File: src/rtl/c2p_pkg.sv
`timescale 1ns / 1ps
`default_nettype none

package c2p_pkg;

  localparam int C2P_ITERATIONS  = 16;
  localparam int C2P_COORD_WIDTH = 16;
  localparam int C2P_MAX_ITER    = 24;
  localparam int C2P_GUARD_BITS  = 24;
  localparam int C2P_ANG_FRAC    = 8;
  localparam int C2P_ANGLE_W     = 16;
  localparam int C2P_Z_W         = 26;
  localparam int C2P_XW_EXTRA    = C2P_GUARD_BITS + 3;
  localparam int C2P_TOL_W       = 15;

  typedef logic signed [C2P_Z_W-1:0] angle_acc_t;

  localparam logic [C2P_TOL_W-1:0] C2P_TOL_RESET = 15'd3;
  localparam angle_acc_t C2P_PI = angle_acc_t'(1) <<< (C2P_ANGLE_W - 1 + C2P_ANG_FRAC);

  localparam angle_acc_t C2P_ATAN [C2P_MAX_ITER] = '{
    26'sd2097152, 26'sd1238021, 26'sd654136, 26'sd332050,
    26'sd166669,  26'sd83416,   26'sd41718,  26'sd20860,
    26'sd10430,   26'sd5215,    26'sd2608,   26'sd1304,
    26'sd652,     26'sd326,     26'sd163,    26'sd81,
    26'sd41,      26'sd20,      26'sd10,     26'sd5,
    26'sd3,       26'sd1,       26'sd1,      26'sd0
  };

endpackage

`default_nettype wire

File: src/rtl/c2p_step.sv
`timescale 1ns / 1ps
`default_nettype none

module c2p_step #(
  parameter int COORD_WIDTH = c2p_pkg::C2P_COORD_WIDTH,
  parameter int STAGE       = 0,
  parameter int ROT_STEPS   = c2p_pkg::C2P_ITERATIONS
) (
  input  wire                                                   clk,
  input  wire                                                   rst,
  input  wire                                                   adv,
  input  wire                                                   in_valid,
  input  wire  signed [COORD_WIDTH+c2p_pkg::C2P_XW_EXTRA-1:0]   in_x,
  input  wire  signed [COORD_WIDTH+c2p_pkg::C2P_XW_EXTRA-1:0]   in_y,
  input  c2p_pkg::angle_acc_t                                   in_z,
  input  wire         [2*COORD_WIDTH:0]                         in_rem,
  input  wire         [COORD_WIDTH:0]                           in_root,
  output logic                                                  out_valid,
  output logic signed [COORD_WIDTH+c2p_pkg::C2P_XW_EXTRA-1:0]   out_x,
  output logic signed [COORD_WIDTH+c2p_pkg::C2P_XW_EXTRA-1:0]   out_y,
  output c2p_pkg::angle_acc_t                                   out_z,
  output logic        [2*COORD_WIDTH:0]                         out_rem,
  output logic        [COORD_WIDTH:0]                           out_root
);
  import c2p_pkg::*;

  localparam int XW = COORD_WIDTH + C2P_XW_EXTRA;
  localparam int RW = 2 * COORD_WIDTH + 1;
  localparam int DW = COORD_WIDTH + 1;

  logic signed [XW-1:0] x_next, y_next;
  angle_acc_t           z_next;
  logic [RW-1:0]        rem_next;
  logic [DW-1:0]        root_next;

  generate
    if (STAGE < ROT_STEPS) begin : g_rot
      logic signed [XW-1:0] dx, dy;
      assign dx = in_y >>> STAGE;
      assign dy = in_x >>> STAGE;
      always_comb begin
        x_next = in_x;
        y_next = in_y;
        z_next = in_z;
        if (!in_y[XW-1] && (in_y != '0)) begin
          x_next = in_x + dx;
          y_next = in_y - dy;
          z_next = in_z + C2P_ATAN[STAGE];
        end else if (in_y[XW-1]) begin
          x_next = in_x - dx;
          y_next = in_y + dy;
          z_next = in_z - C2P_ATAN[STAGE];
        end
      end
    end else begin : g_rot_pass
      assign x_next = in_x;
      assign y_next = in_y;
      assign z_next = in_z;
    end

    if (STAGE < DW) begin : g_sqrt
      localparam int B = COORD_WIDTH - STAGE;
      logic [RW:0] trial, rem_ext;
      assign trial   = ((RW+1)'(in_root) << (B + 1)) | ((RW+1)'(1) << (2 * B));
      assign rem_ext = {1'b0, in_rem};
      always_comb begin
        rem_next  = in_rem;
        root_next = in_root;
        if (rem_ext >= trial) begin
          rem_next  = RW'(rem_ext - trial);
          root_next = in_root | (DW'(1) << B);
        end
      end
    end else begin : g_sqrt_pass
      assign rem_next  = in_rem;
      assign root_next = in_root;
    end
  endgenerate

  always_ff @(posedge clk) begin
    if (rst) begin
      out_valid <= 1'b0;
    end else if (adv) begin
      out_valid <= in_valid;
    end
  end

  always_ff @(posedge clk) begin
    if (adv) begin
      out_x    <= x_next;
      out_y    <= y_next;
      out_z    <= z_next;
      out_rem  <= rem_next;
      out_root <= root_next;
    end
  end

endmodule

`default_nettype wire

File: config.mk
export PLATFORM = sky130hd
export DESIGN_NAME = c2p_step
export DESIGN_NICKNAME = d
export VERILOG_FILES = /design/src/rtl/c2p_pkg.sv /design/src/rtl/c2p_step.sv
export SDC_FILE = /design/constraint.sdc
export NUM_CORES = 1
export LEC_CHECK = 0
export ABC_AREA = 1
export ABC_CLOCK_PERIOD_IN_PS = 7200
export BUFFER_PORTS_ARGS = -buffer_cell sky130_fd_sc_hd__buf_2
export CAP_MARGIN = 20
export CELL_PAD_IN_SITES_DETAIL_PLACEMENT = 0
export CELL_PAD_IN_SITES_GLOBAL_PLACEMENT = 1
export CORE_ASPECT_RATIO = 0.75
export CORE_UTILIZATION = 44
export CTS_BUF_LIST = sky130_fd_sc_hd__clkbuf_2
export DETAILED_ROUTE_END_ITERATION = 16
export PLACE_DENSITY_LB_ADDON = 0.1
export SLEW_MARGIN = 30
export SYNTH_ARGS = -nofsm -noshare
export SYNTH_HDL_FRONTEND = slang
export SYNTH_SLANG_ARGS = --single-unit
export TNS_END_PERCENT = 30
File: constraint.sdc
create_clock -name clk -period 7.2 [get_ports clk]
set_input_delay 2.16 -clock clk [delete_from_list [all_inputs] [get_ports clk]]
set_output_delay 2.16 -clock clk [all_outputs]
set_load 0.005 [all_outputs]
Yosys cells after proc, flatten, opt, wreduce, memory -nomap -nowiden:

Index checks and enable logic that the tools add are counted.

* input bits: 166
* logic and storage cells: 24
* register bits: 163
* output and inout bits: 163

* magnitude comparators: 1
* muxes and demuxes: 7
* $add $sub $neg: 6
* reduce and logical (&&, ||, !) cells: 3

Operators with widths (number)
* $mux 43: 4
* $sub 43x43->43: 2
* $mux 26: 2
* $add 43x43->43: 1
* $reduce_bool 43->1: 1
* $ge 33x34->1: 1
* $mux 33: 1
* $sub 33x33->33: 1
* $add 26x23->26 const B: 1
* $sub 26x23->26 const B: 1
* $logic_and 1x1->1: 1
* $logic_not 1->1: 1

Logic depth before layout (Yosys ltp):

Gate-level depths: netlist of the first run.

* word-level depth: 3
* gate-level depth with buffers: 17
* mapped depth without buffers: 16

Worst setup path after synthesis of the first run:

No wires, ideal clock.

* kind: input -> register
* from: in in_y[0] in the netlist's numbering
* to: reg out_y[32] in the netlist's numbering, data pin
* library setup time: 257 ps
* arrival time: 3719 ps
* stages: 11
* buffers on the path: 0
* setup slack: 3224 ps
* cell sequence: inv_1 ha_1 fa_1 o21ai_1 nand2_1 nand2_1 nand2_1 nand3_1 nand2_1 a21oi_1 o21ai_1

* longest elaborated chain between the ends: 3

Ends and longest elaborated chain
* from (decl): RTL line c2p_step.sv:14 `input wire signed [COORD_WIDTH+c2p_pkg::C2P_XW_EXTRA-1:0] in_y,`
* $add 43x43->43 or $reduce_bool 43->1 (tied branches): RTL line c2p_step.sv:51, c2p_step.sv:45
* $mux 43 or $logic_and 1x1->1 (tied branches): RTL line c2p_step.sv:49, c2p_step.sv:45
* $mux 43 *: RTL line c2p_step.sv:45 `if (!in_y[XW-1] && (in_y != '0)) begin`
* named net y_next[32]: RTL line c2p_step.sv:31 `logic signed [XW-1:0] x_next, y_next;`
* to (signal assigned): RTL line c2p_step.sv:91 `out_y <= y_next;`
* to (decl): RTL line c2p_step.sv:20 `output logic signed [COORD_WIDTH+c2p_pkg::C2P_XW_EXTRA-1:0] out_y,`

Mark *: on every way through the listed nets, which the timed path passes. The rest lies on a longest branch.
A chain may end at the register's enable or synchronous reset.

Final worst setup path of the first run:

* from: in in_y[1] in the netlist's numbering
* to: reg out_x[35] in the netlist's numbering, data pin

* longest elaborated chain between the ends: 3

Ends and longest elaborated chain
* $sub 43x43->43 or $reduce_bool 43->1 (tied branches): RTL line c2p_step.sv:50, c2p_step.sv:45
* $mux 43 or $logic_and 1x1->1 (tied branches): RTL line c2p_step.sv:49, c2p_step.sv:45
* $mux 43 *: RTL line c2p_step.sv:45
* named net x_next[35]: RTL line c2p_step.sv:31
* to (signal assigned): RTL line c2p_step.sv:90 `out_x <= x_next;`
* to (decl): RTL line c2p_step.sv:19 `output logic signed [COORD_WIDTH+c2p_pkg::C2P_XW_EXTRA-1:0] out_x,`

Marks and branches as above.

==> reports/qor.txt, run 1 <==
Multi-input logic area: 0.01044 mm^2
Slew headroom: 0.3329
Fmax: 198.7 MHz
Most frequent cell after synthesis: nand2_1
Iter 0 DRT Violations: 2,146
CTS sink cnt: 163
GP Congestion: 1.039
Min cycle time layout: 5.033 ns
TritonCTS clock tree: built
First-pass GRT wire length: 106,300 um
Final Hold Fails: 0
Num ports: 329
Root buffer cell: clkbuf_2
Worst Hold Class: reg2reg
Worst skew pair latency: 0.95 ns
H-tree depth: 4
RSZ-0062 raised after global routing: false
Net Count, Synth: 3,005
FF+latch count, synth: 163
Final wirelength: 74,220 um
Synth Area per Inst: 6.563 um^2
Post-route setup TNS: 0 ns
Pleak: 10.50 nW
Fillers: 4,121
Die Ht: 175.1 um
Port Buffers: 328
PwrDens: 157.3 mW/mm^2
Total iterations of the first detailed-routing run: 8
Number of synthesized flops with an enable pin: 162
GR Overflow Total: 0
Clock Skew: 0 ns
Yosys top cell area share: 0.2769
DPL Wire Length: 61,650 um
# Max-Cap Violations: 0
Hold_buf cts: 0
Sequential share of the synthesized area: 0.2780
YS warnings: 0
Critical path class: in2reg
Post-synth design cell area: 0.01757 mm^2
Outcome: finished clean
Post-CTS resize count: 0
Share of cells above drive strength 1: 0.1531
Synth area leaders: edfxtp_1 (28%), nand2_1 (18%), ha_1 (11%)
Critical path capture point type: register
Synth area leader: edfxtp_1
Final Max Tran Viols: 0
Mapped Cells: 2,677
Maximum buffer depth of the clock tree: 2
Post-synth top flop: edfxtp_1
Gr usage total: 0.3566
Post-layout net count: 3,294
Largest net degree at the start of global routing: 96
Wire per inst: 21.24 um
DRC viols: 0
Startpoint Class: input pin
CP arrival: 5.83 ns
Commonest cells post-synth: nand2_1 (855), inv_1 (469), nand3_1 (227)
Die span in x: 232.7 um
Initial antenna violation count: 5
Starting density of the core: 0.4529
Worst Max-Slew Pin Slew: 1.001 ns
Remaining antenna violation count after routing: 0
Post-synthesis async set-or-reset flop share: 0
Final hold slack: 0.5273 ns
Post-CTS Setup Bufs: 0
Final Cycle Share: 0.6991
Cts bufs inserted: 17
Vias in the first global route: 17,580
Area delta synth->final: 12.24%
Via count: 19,240
Die area: 0.04074 mm^2
Via-to-Cell Ratio: 5.506
Clk slew on worst S/H paths: 0.28 ns
CP required: 7.99 ns
VDD IR-drop max: 0.0001025 V
Final-report setup violation count: 0
CORE AREA: 0.03879 mm^2
Register area: 0.004885 mm^2
Post-synthesis cell type count: 48
FP Rows: 62
Worst Path Max Fanout: 37
per-layer routing:
layer	part of all wire	track usage
met3	0.11	0.07099
met2	0.41	0.5221
met5	0	0
met4	0.026	0.1097
met1	0.45	0.5219
power breakdown:
| part | switching (mW) | leakage, nW | internal (mW) |
|---|---|---|---|
| registers | 0.0340 | 1.59 | 1.18 |
| logic | 0.921 | 8.78 | 0.416 |
| clock network | 0.440 | 0.131 | 0.109 |
| total | 1.39 | 10.5 | 1.71 |
cells in the final DEF (no fill, tap or decap), types with 4 or more instances in the layout:
| cell type | synthesis | final |
|---|---|---|
| inv_1 | 469 | 469 |
| a21oi_1 | 175 | 175 |
| nor3_1 | 7 | 7 |
| o21ai_0 | 91 | 91 |
| ha_1 | 158 | 158 |
| buf_2 | 18 | 327 |
| nor2_2 | 33 | 33 |
| nor4_1 | 14 | 14 |
| nand3_1 | 227 | 227 |
| xor2_1 | 48 | 48 |
| clkbuf_2 | 0 | 17 |
| nand2_1 | 855 | 855 |
| nand2_2 | 16 | 16 |
| nor2_1 | 199 | 199 |
| a21o_1 | 4 | 4 |
| o22ai_1 | 11 | 11 |
| xnor2_1 | 6 | 6 |
| o21ai_1 | 19 | 19 |
| o21bai_1 | 20 | 20 |
| o21ai_2 | 13 | 13 |
| edfxtp_1 | 162 | 162 |
| nand4_1 | 20 | 20 |
| buf_4 | 33 | 6 |
| nand3_2 | 5 | 5 |
| o211ai_1 | 20 | 20 |
| fa_1 | 4 | 4 |
| inv_2 | 7 | 6 |
final timing paths:
path	startpoint	endpoint	slack (ns)	depth (start not counted)
hold / removal	out_valid$_SDFFE_PP0P_	out_valid$_SDFFE_PP0P_	0.53	2
hold reg to reg	out_valid$_SDFFE_PP0P_	out_valid$_SDFFE_PP0P_	0.53	2
setup reg to reg	out_valid$_SDFFE_PP0P_	out_valid$_SDFFE_PP0P_	6.61	2
setup / recovery	in_y[1]	out_x[35]$_DFFE_PP_	2.17	10
worst max-delay path: stages:
cell and delay [ns]:
buf_2 0.13, inv_1 0.16, nand2_1 0.17, nor3_1 0.63
nand4_1 0.41, nor2_1 0.27, nand3_2 0.44, clkinv_2 0.80
nand2_1 0.35, nand3_1 0.22
cell type report:
type,count,share of cell area
Inverter,476,0.09068
Multi-Input combinational cell,1973,0.5295
Clock buffer,17,0.004315
Clock inverter,15,0.007615
Timing Repair Buffer,335,0.08725
Tap cell,512,0.03249
Sequential cell,163,0.2477
Antenna cell,3,0.0003807
through the flow:
stage | cell area [um^2] | cells | utilization | power (mW) | setup WS (ns)
final | 19720 | 3494 | 0.5084 | 3.101 | 2.167
after global routing | 19720 | 3494 | 0.5084 | 3.252 | 2.149
after CTS | 19680 | 3490 | 0.5074 | 3.069 | 2.171
after detailed placement | 19450 | 3458 | 0.5014 | 2.526 | 1.144
after global placement | 19450 | 3458 | 0.5014 | 2.517 | 1.199
after floorplan | 17570 | 2677 | - | 2.006 | 3.224
cell families after synthesis:
family,count (synthesis),share of synthesized area
AND/OR/NAND/NOR,1394,0.3348
flip-flops,163,0.2780
adder cells (fa/ha/maj),162,0.1171
AO/OA/AOI/OAI,362,0.1149
buffers and inverters,541,0.1276
multiplexers,1,0.0005698
XOR/XNOR,54,0.02692
registers in the layout (all words and copies together), names as in the netlist:
signal and flops:
out_rem 33, out_y 43, out_z 26, out_root 17, out_x 43, out_valid 1
(Power assumes the default switching activity.)
==> run 2, diff against run 1 <==
- ABC_CLOCK_PERIOD_IN_PS: 7200 -> 4300
- CORE_UTILIZATION: 44 -> 37
- clock period: 7.2 -> 4.3 ns (I/O delays scaled with it)
==> run 2 against run 1 <==
  * Register-to-register slack worse by 2.9 ns
  * First-iteration DRC count down 12%
  * Via count down 0.49%
  * Critical path type unchanged
  * Critical endpoint is now out_y[24]$_DFFE_PP_
  * Largest cell class unchanged
  * Largest power group unchanged
  * Highest routed layer unchanged
==> reports/qor.txt, run 2 (synthesized netlist as in run 1, its figures left out) <==
Outcome: finished clean
Post-CTS Setup Bufs: 0
Pre-CTS setup slack: -0.004453 ns
First-pass GRT wire length: 112,700 um
Reg power frac: 0.374
Clk slew on worst S/H paths: 0.31 ns
WHS Path Cells: 2
Final Cycle Share: 0.7817
Largest net degree at the start of global routing: 66
Register-to-register setup slack: 3.70 ns
RSZ-0062 raised after global routing: false
Clock power share: 0.187
Worst Hold Class: in2reg
Sw Ratio: 0.4545
Hold EP: out_valid$_SDFFE_PP0P_
PwrDens: 265.1 mW/mm^2
Cells on worst reg2reg path: 2
Critical path class: in2reg
R2r startpoint: out_valid$_SDFFE_PP0P_
Post-layout net count: 3,359
# Max-Cap Violations: 0
Wire per inst: 21.81 um
H-tree depth: 4
VDD IR-drop max: 0.0001628 V
Worst Slack Setup Final: 0.9386 ns
Via-to-Cell Ratio: 5.206
Fillers: 5,079
Die span in x: 253.6 um
Vias in the first global route: 17,560
CP required: 5.04 ns
Num ports: 329
Area delta synth->final: 16.49%
Starting density of the core: 0.3782
Final hold slack: 0.4217 ns
Maximum buffer depth of the clock tree: 2
Startpoint Class: input pin
TritonCTS clock tree: built
Iter 0 DRT Violations: 1,890
Via count: 19,140
GP Congestion: 1.030
Port Buffers: 328
CP arrival: 4.11 ns
FP Rows: 68
Pleak: 10.88 nW
Hold_buf cts: 0
Cts bufs inserted: 17
Post-CTS resize count: 0
Post-route setup TNS: 0 ns
Worst skew pair latency: 0.96 ns
Final Hold Fails: 0
Worst Path Max Fanout: 5
Die Ht: 190.7 um
Slew headroom: 0.2755
Commonest non-fill, non-tap cells in the layout: nand2_1 (855), inv_1 (469), buf_2 (327), nand3_1 (227), nor2_1 (199)
Share of cells above drive strength 1: 0.1715
Final-report setup violation count: 0
Min cycle time layout: 3.361 ns
Gate power share: 0.439
Final wirelength: 80,180 um
Gr usage total: 0.3260
Clock Skew: 0 ns
Die area: 0.04837 mm^2
Worst Max-Slew Pin Slew: 1.077 ns
FF-to-FF End: out_valid$_SDFFE_PP0P_
DRC viols: 0
Final Max Tran Viols: 0
Regs by FF count: out_x: 43 flops, out_y: 43 flops, out_rem: 33 flops
Hold Path Origin: rst
Total iterations of the first detailed-routing run: 6
Remaining antenna violation count after routing: 0
Most common cell after layout, fill and taps aside: nand2_1
Initial antenna violation count: 3
Critical path capture point type: register
Sw power: 2.466 mW
DPL Wire Length: 68,630 um
GR Overflow Total: 0
CTS sink cnt: 163
Internal power: 2.960 mW
Root buffer cell: clkbuf_2
Fmax: 297.5 MHz
CORE AREA: 0.04645 mm^2
==> run 2: layout make-up <==
cell class | instances | area (um^2) | share of cell area
diodes | 3 | 7.507 | 0.0003668
clock buffers | 17 | 85.08 | 0.004157
clock inverters | 15 | 196.4 | 0.009598
inverters | 476 | 1787 | 0.08730
multi-input cells | 1973 | 10440 | 0.5102
flip-flops and latches | 163 | 4885 | 0.2387
well taps | 630 | 788.3 | 0.03852
repair buffers | 400 | 2276 | 0.1112
==> run 2: worst max-delay path by stage <==
stage	slack, ns	end	from	depth (start not counted)
after CTS	1.11	out_y[24]$_DFFE_PP_	in_y[0]	14
after floorplan	1.19	out_y[32]$_DFFE_PP_	in_y[0]	11
after global placement	-0.004	out_y[32]$_DFFE_PP_	in_y[0]	12
final	0.94	out_y[24]$_DFFE_PP_	in_y[0]	14
after global routing	0.95	out_y[24]$_DFFE_PP_	in_y[0]	14
after detailed placement	-0.004	out_y[32]$_DFFE_PP_	in_y[0]	12
==> run 2: worst max-delay path, cell delays in order <==
cell and delay (ns):
buf_2 0.11, inv_1 0.05, ha_1 0.26, fa_1 0.58, o21ai_1 0.78, nand2_1 0.10
nand2_1 0.25, nand2_1 0.08, nand3_1 0.21, nand2_1 0.11, nand2_1 0.07, nand2_1 0.05
nand3_1 0.08, nand2_1 0.06
==> run 2: routing by layer <==
layer	vias up	track usage	share of wire
met4	0	0.08295	0.021
met2	786	0.4351	0.38
met3	73	0.09855	0.10
met1	9062	0.4952	0.49
met5	-	0	0
li1	9223	-	-
==> run 2: power by group through the flow <==
stage	registers, mW	logic, mW	clock network (mW)
6_report	2.03	2.38	1.02
2_1_floorplan	2.09	1.27	0
3_5_place_dp	2.07	2.31	0
5_1_grt	2.05	2.58	1.09
4_1_cts	2.03	2.32	1.06
3_3_place_gp	2.06	2.31	0
==> run 2: metrics by stage <==
step / instances / util / total power, mW / cell area, um^2
6_report: 3677 / 0.4406 / 5.426 / 20470
3_5_place_dp: 3642 / 0.4343 / 4.371 / 20180
3_3_place_gp: 3642 / 0.4343 / 4.377 / 20180
5_1_grt: 3676 / 0.4405 / 5.718 / 20460
2_1_floorplan: 2677 / - / 3.358 / 17570
4_1_cts: 3674 / 0.4404 / 5.403 / 20460
