--- src/rtl/c2p_pkg.sv ---
`timescale 1ns / 1ps
`default_nettype none

package c2p_pkg;

  localparam int C2P_ITERATIONS  = 16;
  localparam int C2P_COORD_WIDTH = 16;
  localparam int C2P_MAX_ITER    = 24;
  localparam int C2P_GUARD_BITS  = 24;
  localparam int C2P_ANG_FRAC    = 8;
  localparam int C2P_ANGLE_W     = 16;
  localparam int C2P_Z_W         = 26;
  localparam int C2P_XW_EXTRA    = C2P_GUARD_BITS + 3;
  localparam int C2P_TOL_W       = 15;

  typedef logic signed [C2P_Z_W-1:0] angle_acc_t;

  localparam logic [C2P_TOL_W-1:0] C2P_TOL_RESET = 15'd3;
  localparam angle_acc_t C2P_PI = angle_acc_t'(1) <<< (C2P_ANGLE_W - 1 + C2P_ANG_FRAC);

  localparam angle_acc_t C2P_ATAN [C2P_MAX_ITER] = '{
    26'sd2097152, 26'sd1238021, 26'sd654136, 26'sd332050,
    26'sd166669,  26'sd83416,   26'sd41718,  26'sd20860,
    26'sd10430,   26'sd5215,    26'sd2608,   26'sd1304,
    26'sd652,     26'sd326,     26'sd163,    26'sd81,
    26'sd41,      26'sd20,      26'sd10,     26'sd5,
    26'sd3,       26'sd1,       26'sd1,      26'sd0
  };

endpackage

`default_nettype wire

--- src/rtl/c2p_back.sv ---
`timescale 1ns / 1ps
`default_nettype none

module c2p_back #(
  parameter int COORD_WIDTH = c2p_pkg::C2P_COORD_WIDTH
) (
  input  wire                                    clk,
  input  wire                                    rst,
  input  wire                                    adv,
  input  wire                                    in_valid,
  input  c2p_pkg::angle_acc_t                    in_z,
  input  wire         [2*COORD_WIDTH:0]          in_rem,
  input  wire         [COORD_WIDTH:0]            in_root,
  input  wire         [c2p_pkg::C2P_TOL_W-1:0]   tol,
  output logic                                   out_valid,
  output logic        [COORD_WIDTH:0]            distance,
  output logic signed [c2p_pkg::C2P_ANGLE_W-1:0] angle
);
  import c2p_pkg::*;

  localparam int RW = 2 * COORD_WIDTH + 1;
  localparam int DW = COORD_WIDTH + 1;
  localparam int AW = C2P_ANGLE_W;

  angle_acc_t    z_round;
  logic [AW-1:0] ang_raw;
  logic [AW:0]   ang_mag;
  logic [DW-1:0] dist_next;
  logic [AW-1:0] angle_next;

  assign z_round = in_z + (angle_acc_t'(1) <<< (C2P_ANG_FRAC - 1));
  assign ang_raw = z_round[C2P_ANG_FRAC +: AW];
  assign ang_mag = ang_raw[AW-1] ? (((AW+1)'(1) << AW) - {1'b0, ang_raw}) : {1'b0, ang_raw};

  always_comb begin
    dist_next  = (in_rem > RW'(in_root)) ? DW'(in_root + 1'b1) : in_root;
    angle_next = (ang_mag < (AW+1)'(tol)) ? '0 : ang_raw;
  end

  always_ff @(posedge clk) begin
    if (rst) begin
      out_valid <= 1'b0;
    end else if (adv) begin
      out_valid <= in_valid;
    end
  end

  always_ff @(posedge clk) begin
    if (adv && in_valid) begin
      distance <= dist_next;
      angle    <= angle_next;
    end
  end

endmodule

`default_nettype wire

--- config.mk ---
export PLATFORM = sky130hd
export DESIGN_NAME = c2p_back
export DESIGN_NICKNAME = d
export VERILOG_FILES = /design/src/rtl/c2p_pkg.sv /design/src/rtl/c2p_back.sv
export SDC_FILE = /design/constraint.sdc
export NUM_CORES = 1
export LEC_CHECK = 0
export ABC_CLOCK_PERIOD_IN_PS = 5700
export BUFFER_PORTS_ARGS = -buffer_cell sky130_fd_sc_hd__buf_2
export CORE_MARGIN = 2
export CORE_UTILIZATION = 53
export DETAILED_ROUTE_END_ITERATION = 10
export PLACE_DENSITY = 0.85
export SETUP_SLACK_MARGIN = 0.5
export SYNTH_ARGS = -nofsm -noshare
export SYNTH_HDL_FRONTEND = slang
export SYNTH_SLANG_ARGS = --single-unit
--- constraint.sdc ---
create_clock -name clk -period 5.7 [get_ports clk]
set_input_delay 0 -clock clk [delete_from_list [all_inputs] [get_ports clk]]
set_output_delay 0 -clock clk [all_outputs]
set_load 0.1 [all_outputs]
**After elaboration in Yosys (flattened, before gate mapping)**

Index checks and enable logic that the tools add are counted.

- Add/sub/neg operators: 3
- Order comparisons: 2
- Mux-type cells: 2
- Reduce and logical (&&, ||, !) cells: 1

Operators by type and width:

| kind | count |
|---|---|
| $mux 17 | 2 |
| $gt 33x17->1 | 1 |
| $add 24x9->24 const B | 1 |
| $add 17x1->17 const B | 1 |
| $lt 17x15->1 | 1 |
| $sub 17x16->17 const A | 1 |
| $logic_and 1x1->1 | 1 |

- Flip-flop bits (word level): 34
- Input bits: 95
- Output and inout port bits: 34
- Word-level logic and storage cells: 11

**Depth between registers and ports, before layout**

Gate-level depths: netlist (run 1).

- Depth in word-level cells: 4
- Gate-level depth with buffers: 18

**Worst setup path before layout (run 1)**

OpenSTA, ideal clock, no wires.

- Path kind: input-to-reg
- From: input in_z[7]
- To: register angle[15] in the netlist's numbering (data pin)
- Arrival: 2.985 ns
- Required time: 5.431 ns
- Setup slack: 2.446 ns
- Stages: 17
- Path buffers: 2
- Path through: ha_1 and3_1 buf_2 nor4_1 a31oi_1 nor2_1 and2_1 a21oi_1 xnor2_1 ha_1 or3_1 o21ai_0 a21oi_1 a211oi_1 o31a_1 buf_6 nor2_2

- Cells in the longest elaborated chain, start to end: 4

Ends and longest elaborated chain:

| what | RTL line | source |
|---|---|---|
| from (decl) | c2p_back.sv:11 | `input c2p_pkg::angle_acc_t in_z,` |
| $add 24x9->24 * | c2p_back.sv:31 | `assign z_round = in_z + (angle_acc_t'(1) <<< (C2P_ANG_FRAC - 1));` |
| $sub 17x16->17 | c2p_back.sv:33 | `assign ang_mag = ang_raw[AW-1] ? (((AW+1)'(1) << AW) - {1'b0, ang_raw}) : {1'b0, ang_raw};` |
| $mux 17 | c2p_back.sv:33 |  |
| $lt 17x15->1 | c2p_back.sv:37 | `angle_next = (ang_mag < (AW+1)'(tol)) ? '0 : ang_raw;` |
| to (signal assigned) | c2p_back.sv:51 | `angle <= angle_next;` |
| to (decl) | c2p_back.sv:17 | `output logic signed [c2p_pkg::C2P_ANGLE_W-1:0] angle` |

Mark *: on every way between the ends. The rest lies on a longest branch, timed or not.
A chain may end at the register's enable or synchronous reset.

**Final worst setup path (run 1)**

- From: input in_z[7]
- To: register angle[8] in the netlist's numbering (data pin)

Same word-level chain as after synthesis.

==> results of run 1 <==
## synth_stat cells (3+ instances only)
master,count,area [µm²]
a21o_1,5,37.5
a21oi_1,19,95.1
and4_1,3,26.3
buf_2,3,15.0
buf_4,4,30.0
edfxtp_1,33,991
ha_1,34,425
inv_1,35,131
nand2_1,27,101
nand3_1,13,65.1
nand4_1,20,125
nor2_1,24,90.1
nor2_2,10,62.6
nor3_1,13,65.1
nor4_1,6,37.5
o21ai_0,6,30.0
o21ai_1,7,35.0
xnor2_1,34,298
xor2_1,15,131
## power breakdown
group	switching (mW)	total [mW]	leakage, nW	internal, mW
Sequential	0.00513	0.304	0.304	0.299
Clock	0.0778	0.162	0.0426	0.0838
Combinational	0.255	0.351	1.36	0.0958
Total	0.338	0.816	1.70	0.478
## cell families (layout without fill, tap and decap cells)
family / after synthesis / count (layout)
flops: 34 / 34
compound gates: 50 / 50
simple gates: 130 / 130
xor+xnor: 49 / 49
mux: 2 / 2
buf+inv: 44 / 164
fa+ha+maj: 34 / 34
## path summary, 6_finish.rpt
path                                             start                      to  depth (start not counted)
worst min register to register  out_valid$_SDFFE_PP0P_  out_valid$_SDFFE_PP0P_                          2
worst min-delay path                               adv  out_valid$_SDFFE_PP0P_                          4
worst max-delay path                           in_z[7]  angle[8]$_SDFFCE_PN0P_                         15
worst max register to register  out_valid$_SDFFE_PP0P_  out_valid$_SDFFE_PP0P_                          2
## area by class of cell
| class | instances | area (µm²) | share of cell area |
|---|---|---|---|
| repair buffers | 121 | 613 | 0.159 |
| multi-input cells | 265 | 1920 | 0.499 |
| clock buffers | 6 | 72.6 | 0.0189 |
| clock inverters | 2 | 8.76 | 0.00228 |
| inverters | 35 | 131 | 0.0342 |
| well taps | 72 | 90.1 | 0.0234 |
| flip-flops and latches | 34 | 1010 | 0.263 |
## tightest hold or removal path, cell delays in order
cell and delay, ns:
buf_2 0.10, inv_1 0.04, a21oi_1 0.05, nor2_1 0.08
## layer usage
layer / up-vias / GRT usage
li1: 1465 / -
met2: 108 / 0.443
met1: 1319 / 0.286
met5: - / 0
met3: 18 / 0.0356
met4: 0 / 0.0966
## state kept, by name (all words and copies together), names as in the netlist
name	count
out_valid	1
distance	17
angle	16
## what timing repair did
item	CTS	global route
hold buffers	1	0
hold endpoints to repair	1	0
buffers inserted	0	0
## per-stage QoR
step                 util  power, mW  std cells  setup slack (ns)
finish              0.686      0.816        535              1.48
floorplan               -      0.574        343              2.45
CTS                 0.686      0.819        535              1.52
detailed placement  0.669      0.658        526              1.24
global route        0.686      0.858        535              1.15
global placement    0.669      0.646        526              1.32
## layout by cell type (no fill, tap or decap), types with 2 or more instances in the layout
cell	instances
o21ai_1	7
ha_1	34
nor4_1	6
xnor2_1	34
nor3_1	13
edfxtp_1	33
o21ai_0	6
clkbuf_8	5
a31oi_1	2
a211oi_1	2
nand4_1	20
nand3_1	13
and4_1	3
and2_1	2
nand2_1	27
nor2_1	24
a21oi_1	19
a21o_1	5
xor2_1	15
nor2_2	10
mux2i_1	2
inv_1	35
buf_2	119
==> flow_metrics.tcl, run 1 <==
set metrics [dict create \
    synthMuxAreaShare 0.00642 \
    clk_latency_ns 0.27 \
    hold_viol 0 \
    dp_hpwl_mm 6.41 \
    crit_path_cell_trace "buf_2, ha_1, nand3_2, nor4_4, xor2_1, o21ai_1, xor2_1, ha_1, a21o_1, a21o_1, a21oi_1, nor3_1, a211oi_1, o31a_1, nor2_4" \
    criticalPathCategory "in2reg" \
    die_w_um 80.7 \
    holdWs_ns 0.0456 \
    report.final.slew_viol_count 0 \
    cts.clk_slew.worst_paths_ns 0.06 \
    postSynthAreaPerCell_um2 9.10 \
    clockBufferDepth 2 \
    period_share 0.741 \
    async_flop_share 0 \
    maxCapViolCount 0 \
    postPlaceCellArea_um2 3750 \
    synth_seq_cells 34 \
    rows 27 \
    cts_tree "done" \
    via_per_inst 5.44 \
    design.core.area_um2 5610 \
    fmax_mhz 237 \
    min_path_type "in2reg" \
    grt_pass1_vias 2812 \
    cts-root-buf "clkbuf_8" \
    yosysWarnings 0 \
    crit_path_max_incr_delay_ns 0.70 \
    finalClockSkew_ns 0 \
    cts_resized 0 \
    dr.pass1.iters 5 \
    clock_sink_count 34 \
    cp_max_fo 12 \
    cts_buffers 5 \
    grt_usage 0.243 \
    start_kind "input port" \
    antenna_cells 0 \
    synth_edf_count 33 \
    antenna_found_initial 0 \
    required_ns 5.71 \
    syn_area_um2 3120 \
    htree_levels 2 \
    synth_top_family_by_area "simple AND/OR/NAND/NOR gates" \
    ioPinCount 129 \
    outcome "finished clean" \
    synth_xor_area_frac 0.138 \
    synthSimpleGateAreaFrac 0.231 \
    setup_viol 0 \
    ys_seq_area_frac 0.324 \
    syn_to_final_growth_pct 23.2 \
    wirelength_mm 7.61 \
    max-vdd-ir-drop_uv 149 \
    design_area_um2 3840 \
    leakage_nw 1.70 \
    route.met2.wl_mm 3.89 \
    r2r_setup_slack_ns 5.12 \
    crit_buf_inv 1 \
    synth_cell_types 47 \
    nNetsFinal 591 \
    fp.dieH_um 80.7 \
    ant_nets 0 \
    portBuffers 119 \
    tightestPinTransition_ns 0.819 \
    drc 0 \
    cp_slowest_cell "o31a_1" \
    drt_iter0_drc 134 \
    cp.arrival_ns 4.23 \
    cp-end-kind "flip-flop" \
    grt_overflow 0 \
    gp_congestion 0.871 \
    relSlewSlack 0.451 \
    start_util 0.556 \
    synthAdderAreaFrac 0.136 \
    critPathTopFamily "compound AO/OA/AOI/OAI gates" \
    grt_pass1_wl_mm 12.3 \
    finalSetupTns_ns 0 \
    grt_max_degree 35 \
    syn_nets 472 \
    syn_inst 343 \
    routed.top_layer "met4" \
    power.density_nw_per_um2 212 \
    route.met3.wl_um 474 \
    die-area_um2 6520 \
    num_vias 2910 \
    layout_min_cycle_time_ns 4.22 \
    avgRoutedWirePerCell_um 14.2 \
    wl_met1_mm 3.05 \
    rsz0062_at_grt "no" \
    synth_compound_area_frac 0.103 \
    drive_above_1_share 0.313 \
    synthFlopType "edfxtp_1" \
    fillCellCount 449 \
]
Power figures use the tool's default switching activity.
==> run 2, diff against run 1 <==
--- a/config.mk
+++ b/config.mk
@@ -5,12 +5,12 @@
 export SDC_FILE = /design/constraint.sdc
 export NUM_CORES = 1
 export LEC_CHECK = 0
-export ABC_CLOCK_PERIOD_IN_PS = 5700
+export ABC_CLOCK_PERIOD_IN_PS = 3800
 export BUFFER_PORTS_ARGS = -buffer_cell sky130_fd_sc_hd__buf_2
 export CORE_MARGIN = 2
-export CORE_UTILIZATION = 53
+export CORE_UTILIZATION = 44
 export DETAILED_ROUTE_END_ITERATION = 10
-export PLACE_DENSITY = 0.85
+export PLACE_DENSITY = 0.75
 export SETUP_SLACK_MARGIN = 0.5
 export SYNTH_ARGS = -nofsm -noshare
 export SYNTH_HDL_FRONTEND = slang
==> constraint.sdc (replaced) <==
create_clock -name clk -period 3.8 [get_ports clk]
set_input_delay 0 -clock clk [delete_from_list [all_inputs] [get_ports clk]]
set_output_delay 0 -clock clk [all_outputs]
set_load 0.1 [all_outputs]
==> flow_metrics.tcl, run 2 (synthesized netlist as in run 1, its figures left out) <==
set metrics [dict create \
    outcome "finished clean" \
    ant_nets 0 \
    crit_start "in_z[7]" \
    max-vdd-ir-drop_uv 127 \
    criticalPathCategory "in2reg" \
    cts_buffers 5 \
    portBuffers 119 \
    die_w_um 88.2 \
    drive_above_1_share 0.328 \
    num_vias 2861 \
    tightestPinTransition_ns 0.650 \
    largest_reg_flops 17 \
    grt_usage 0.195 \
    worstReg2RegStart "out_valid$_SDFFE_PP0P_" \
    start_util 0.457 \
    nNetsFinal 595 \
    postPlaceCellArea_um2 3810 \
    grt_pass1_vias 2702 \
    drt_iter0_drc 97 \
    dp_hpwl_mm 6.44 \
    period_share 0.800 \
    clk_latency_ns 0.27 \
    setup_viol 0 \
    crit_end "angle[8]$_SDFFCE_PN0P_" \
    design.core.area_um2 6830 \
    cts_setup_buffers 0 \
    cp.arrival_ns 3.06 \
    fmax_mhz 329 \
    grt_max_degree 35 \
    grt_pass1_wl_mm 12.0 \
    clockBufferDepth 2 \
    leakage_nw 1.73 \
    largest_register "distance" \
    final_cell_mix "119 x buf_2, 35 x inv_1, 34 x ha_1" \
    hold_viol 0 \
    avgRoutedWirePerCell_um 13.3 \
    clock_sink_count 34 \
    fillCellCount 648 \
    via_per_inst 5.08 \
    design_area_um2 3920 \
    cts-root-buf "clkbuf_8" \
    grt-busiest-layer "met2" \
    antenna_cells 0 \
    min_path_type "in2reg" \
    layout_commonest_cell "buf_2" \
    syn_to_final_growth_pct 25.6 \
    ioPinCount 129 \
    cp-end-kind "flip-flop" \
    holdWs_ns 0.0328 \
    met1_usage 0.243 \
    finalSetupTns_ns 0 \
    drc 0 \
    start_kind "input port" \
    wirelength_mm 7.51 \
    rows 30 \
    cp_max_fo 10 \
    use_met3 0.0485 \
    die-area_um2 7780 \
    top_regs "distance (17), angle (16), out_valid (1)" \
    seq_area_um2 1010 \
    relSlewSlack 0.563 \
    maxCapViolCount 0 \
    multi_input_comb_area_um2 1930 \
    required_ns 3.82 \
    gp_congestion 0.899 \
    htree_levels 2 \
    report.final.slew_viol_count 0 \
    cts_tree "done" \
    r2r_setup_slack_ns 3.21 \
    reg2regPathDepth 2 \
    rsz0062_at_grt "no" \
    antenna_found_initial 0 \
    dr.pass1.iters 4 \
    grt_overflow 0 \
    layout_min_cycle_time_ns 3.04 \
    cts.clk_slew.worst_paths_ns 0.06 \
    fp.dieH_um 88.2 \
    power.density_nw_per_um2 315 \
    use_met2 0.340 \
    finalClockSkew_ns 0 \
    rr_endpoint "out_valid$_SDFFE_PP0P_" \
]
[run 2: cell types whose count changed in the layout (fill, tap and decap cells not counted), sizes merged]
cell | previous run | this run
buf | 120 | 124
[run 2: area by class of cell]
| class | count | share of cell area |
|---|---|---|
| clock buffer | 6 | 0.0185 |
| clock inverter | 2 | 0.00255 |
| inverter | 35 | 0.0335 |
| multi-input combinational | 265 | 0.493 |
| sequential | 34 | 0.258 |
| tap | 96 | 0.0306 |
| timing repair buffer | 125 | 0.164 |
[run 2: metal layers]
layer / vias up / wire (µm)
li1: 1468 / -
met1: 1304 / 3330
met2: 83 / 3680
met3: 6 / 437
met4: 0 / 61
met5: - / 0
[run 2: worst min-delay path by stage]
stage	startpoint	to	cells past startpoint
2_1_floorplan	rst	out_valid$_SDFFE_PP0P_	1
3_3_place_gp	rst	out_valid$_SDFFE_PP0P_	2
3_5_place_dp	rst	out_valid$_SDFFE_PP0P_	2
4_1_cts	adv	out_valid$_SDFFE_PP0P_	4
5_1_grt	in_root[5]	distance[5]$_DFFE_PP_	2
6_report	adv	out_valid$_SDFFE_PP0P_	4
[run 2: through the flow]
step / worst slack (ns) / cells / total power, mW / util
after CTS: 0.644 / 563 / 1.24 / 0.572
final: 0.762 / 563 / 1.24 / 0.574
after global placement: 0.423 / 554 / 0.982 / 0.558
after floorplan: 0.546 / 343 / 0.861 / -
after detailed placement: 0.346 / 554 / 0.993 / 0.558
after global routing: 0.502 / 563 / 1.31 / 0.574
[run 2: power by group]
part | switching [mW] | internal [mW]
combinational | 0.382 | 0.151
clock | 0.121 | 0.127
sequential | 0.00755 | 0.448
total | 0.511 | 0.725
[run 2: what timing repair did]
item | in CTS | in global routing
hold buffers | 1 | 0
setup endpoints to repair | 0 | 10
resized for setup | 0 | 3
endpoints found under the hold margin | 1 | 0
[run 2: worst max-delay path, cell delays in order]
cell	delay, ns
buf_2	0.15
ha_1	0.25
and3_2	0.28
nor4_1	0.20
a31oi_1	0.11
nor2_1	0.19
and2_1	0.17
a21oi_1	0.08
xnor2_1	0.14
ha_1	0.30
or3_1	0.37
o21ai_0	0.08
a21oi_1	0.08
a211oi_2	0.21
o31a_1	0.17
buf_4	0.22
nor2_4	0.05
==> run 3, diff against run 2 <==
--- a/config.mk
+++ b/config.mk
@@ -5,12 +5,13 @@
 export SDC_FILE = /design/constraint.sdc
 export NUM_CORES = 1
 export LEC_CHECK = 0
-export ABC_CLOCK_PERIOD_IN_PS = 3800
+export ABC_AREA = 1
+export ABC_CLOCK_PERIOD_IN_PS = 2600
 export BUFFER_PORTS_ARGS = -buffer_cell sky130_fd_sc_hd__buf_2
 export CORE_MARGIN = 2
-export CORE_UTILIZATION = 44
+export CORE_UTILIZATION = 46
 export DETAILED_ROUTE_END_ITERATION = 10
-export PLACE_DENSITY = 0.75
+export PLACE_DENSITY = 0.76
 export SETUP_SLACK_MARGIN = 0.5
 export SYNTH_ARGS = -nofsm -noshare
 export SYNTH_HDL_FRONTEND = slang
==> constraint.sdc (replaced) <==
create_clock -name clk -period 2.6 [get_ports clk]
set_input_delay 0 -clock clk [delete_from_list [all_inputs] [get_ports clk]]
set_output_delay 0 -clock clk [all_outputs]
set_load 0.1 [all_outputs]
==> flow_metrics.tcl, run 3 <==
set metrics [dict create \
    dp_hpwl_mm 8.47 \
    holdPathEnd "distance[12]$_DFFE_PP_" \
    largest_reg_flops 17 \
    synth_edf_count 33 \
    synthFlopType "edfxtp_1" \
    syn_nets 618 \
    final_cell_mix "116 x buf_2, 115 x nand2_1, 74 x buf_4" \
    portBuffers 119 \
    grt_pass1_vias 3966 \
    power.density_nw_per_um2 402 \
    drive_above_1_share 0.421 \
    start_util 0.482 \
    leakage_nw 2.69 \
    cp_max_fo 8 \
    worstReg2RegStart "out_valid$_SDFFE_PP0P_" \
    syn_to_final_growth_pct 50.4 \
    synthAdderAreaFrac 0.120 \
    rr_endpoint "out_valid$_SDFFE_PP0P_" \
    hold_viol 0 \
    power.internal_mw 1.30 \
    period_share 0.983 \
    synth_area_leader_cell "edfxtp_1" \
    setup_viol 0 \
    grt_pass1_wl_mm 17.4 \
    seq_power_share 0.309 \
    via_per_inst 5.07 \
    finalClockSkew_ns 0 \
    hp-start "in_root[12]" \
    outcome "finished clean" \
    pwr-share-clk 0.230 \
    synth_cell_types 33 \
    clock_sink_count 34 \
    clk_latency_ns 0.28 \
    criticalPathCategory "in2reg" \
    yosysMostFrequentCell "nand2_1" \
    min_path_cells 3 \
    drt_iter0_drc 179 \
    required_ns 2.63 \
    synth_compound_area_frac 0.0789 \
    yosysWarnings 0 \
    largest_register "distance" \
    setup_ws_ns 0.0450 \
    netSwitchingPower_mw 0.839 \
    ioPinCount 129 \
    min_path_type "in2reg" \
    fmax_mhz 391 \
    ys_seq_area_frac 0.286 \
    cts-root-buf "clkbuf_8" \
    postSynthAreaPerCell_um2 7.23 \
    tightestPinTransition_ns 0.501 \
    die-area_um2 8400 \
    grt_overflow 0 \
    avgRoutedWirePerCell_um 13.8 \
    synthSimpleGateAreaFrac 0.346 \
    combPwrFrac 0.461 \
    drc 0 \
    antenna_cells 0 \
    maxCapViolCount 0 \
    yosys-top-cells-count "126 x nand2_1, 73 x inv_1, 43 x nor2_1" \
    dr.pass1.iters 5 \
    synth_top_area_frac 0.280 \
    clockBufferDepth 2 \
    nNetsFinal 819 \
    die_w_um 91.7 \
    total_power_mw 2.14 \
    fillCellCount 551 \
    rsz0062_at_grt "yes" \
    ant_nets 0 \
    grt_usage 0.257 \
    relSlewSlack 0.669 \
    syn_area_um2 3530 \
    synth_xor_area_frac 0.0786 \
    reg2regPathDepth 3 \
    layout_min_cycle_time_ns 2.56 \
    fp.dieH_um 91.7 \
    gp_congestion 0.974 \
    cts_buffers 5 \
    antenna_found_initial 0 \
    synth_seq_cells 34 \
    pre_cts_ws_ns -0.279 \
    async_flop_share 0 \
    grt_max_degree 34 \
    num_vias 4008 \
    top_regs "distance (17), angle (16), out_valid (1)" \
    cts_tree "done" \
    yosys-top-cells-area "edfxtp_1 28%, nand2_1 13%, ha_1 12%" \
    synth_top_family_by_area "simple AND/OR/NAND/NOR gates" \
    max-vdd-ir-drop_uv 224 \
    r2r_setup_slack_ns 1.51 \
    switching_share 0.392 \
    wirelength_mm 10.9 \
    start_kind "input port" \
    rows 31 \
    cts.clk_slew.worst_paths_ns 0.07 \
    design.core.area_um2 7330 \
    syn_inst 489 \
    cp-end-kind "flip-flop" \
    synthMuxAreaShare 0 \
    report.final.slew_viol_count 0 \
    htree_levels 2 \
    layout_commonest_cell "buf_2" \
    cp.arrival_ns 2.58 \
]
## run 3: cell types whose count changed in the layout (fill, tap and decap cells not counted), moves of 13 or more
cell     change
inv_1       +35
nand3_1     +19
nor2_1      +13
a21oi_2     +17
nand2_2     +14
xnor2_1     -32
nand2_1     +88
buf_4       +69
## run 3: power by group through the flow
stage          sequential (mW)  combinational [mW]  clock, mW
2_1_floorplan            0.964               0.311          0
3_5_place_dp             0.673               0.878          0
6_report                 0.662               0.986      0.492
5_1_grt                  0.665                1.05      0.520
3_3_place_gp             0.673               0.856          0
4_1_cts                  0.662               0.958      0.497
## run 3: cells by family (layout without fill, tap and decap cells)
logic type                 after synthesis  in the layout
DFF                                     34             34
AOI/OAI and AO/OA                       45             45
buffers and inverters                   82            284
and+or+nand+nor                        264            264
xor gates and xnor gates                30             30
adders and majority gates               34             34
## run 3: stage by stage
step | util | hold slack, ns | setup TNS [ns] | area [µm²] | instances
after detailed placement | 0.653 | 0.159 | -4.20 | 4790 | 764
after CTS | 0.718 | 0.0229 | 0 | 5270 | 789
after global routing | 0.725 | 0.0420 | -1.33 | 5320 | 790
after global placement | 0.653 | 0.154 | -3.47 | 4790 | 764
after floorplan | - | 0.0691 | 0 | 3610 | 489
final | 0.725 | 0.0296 | 0 | 5320 | 790
## run 3: worst max-delay path by stage
stage / startpoint / end / slack [ns] / depth (start not counted)
after floorplan: in_z[8] / angle[12]$_SDFFCE_PN0P_ / 0.02 / 22
after global placement: in_z[9] / angle[3]$_SDFFCE_PN0P_ / -0.23 / 21
after detailed placement: in_z[9] / angle[15]$_SDFFCE_PN0P_ / -0.28 / 21
after CTS: in_z[7] / angle[7]$_SDFFCE_PN0P_ / 0.12 / 21
after global routing: in_z[8] / angle[13]$_SDFFCE_PN0P_ / -0.10 / 23
final: in_z[8] / angle[13]$_SDFFCE_PN0P_ / 0.04 / 22
## run 3: repair_timing
item                                   4_1_cts  5_1_grt
hold buffers                                 2        0
cloned                                       1        0
setup endpoints to repair                   16       19
setup buffers                               14        1
pin swaps                                   40       25
resized for setup                           45       14
endpoints found under the hold margin        1        0
## run 3: critical path, stage by stage
cell       delay (ns)
buf_8            0.08
ha_4             0.18
nand3_4          0.09
clkinv_4         0.07
nand2_4          0.05
nor2_4           0.13
xor2_4           0.24
buf_4            0.17
nand2_1          0.06
xor2_1           0.15
ha_1             0.27
nand2_1          0.08
inv_1            0.08
a21oi_2          0.14
nand2_1          0.06
nand2_1          0.07
nand2_1          0.06
nand2_1          0.07
a21oi_2          0.07
nor2_4           0.20
clkbuf_16        0.20
a21oi_2          0.05
## run 3: cell type report
| type | count | area (µm²) | area share |
|---|---|---|---|
| clock inverters | 1 | 30.0 | 0.00565 |
| inverters | 75 | 287 | 0.0539 |
| flip-flops and latches | 34 | 1010 | 0.190 |
| clock buffers | 7 | 86.3 | 0.0162 |
| repair buffers | 201 | 1300 | 0.244 |
| multi-input cells | 373 | 2480 | 0.467 |
| well taps | 99 | 124 | 0.0233 |
## run 3: metal layers
layer | vias to the layer above | share of wire | track usage
met4 | 0 | 0.030 | 0.106
met5 | - | 0 | 0
met1 | 1784 | 0.40 | 0.295
met2 | 189 | 0.51 | 0.474
li1 | 2000 | - | -
met3 | 35 | 0.061 | 0.0386
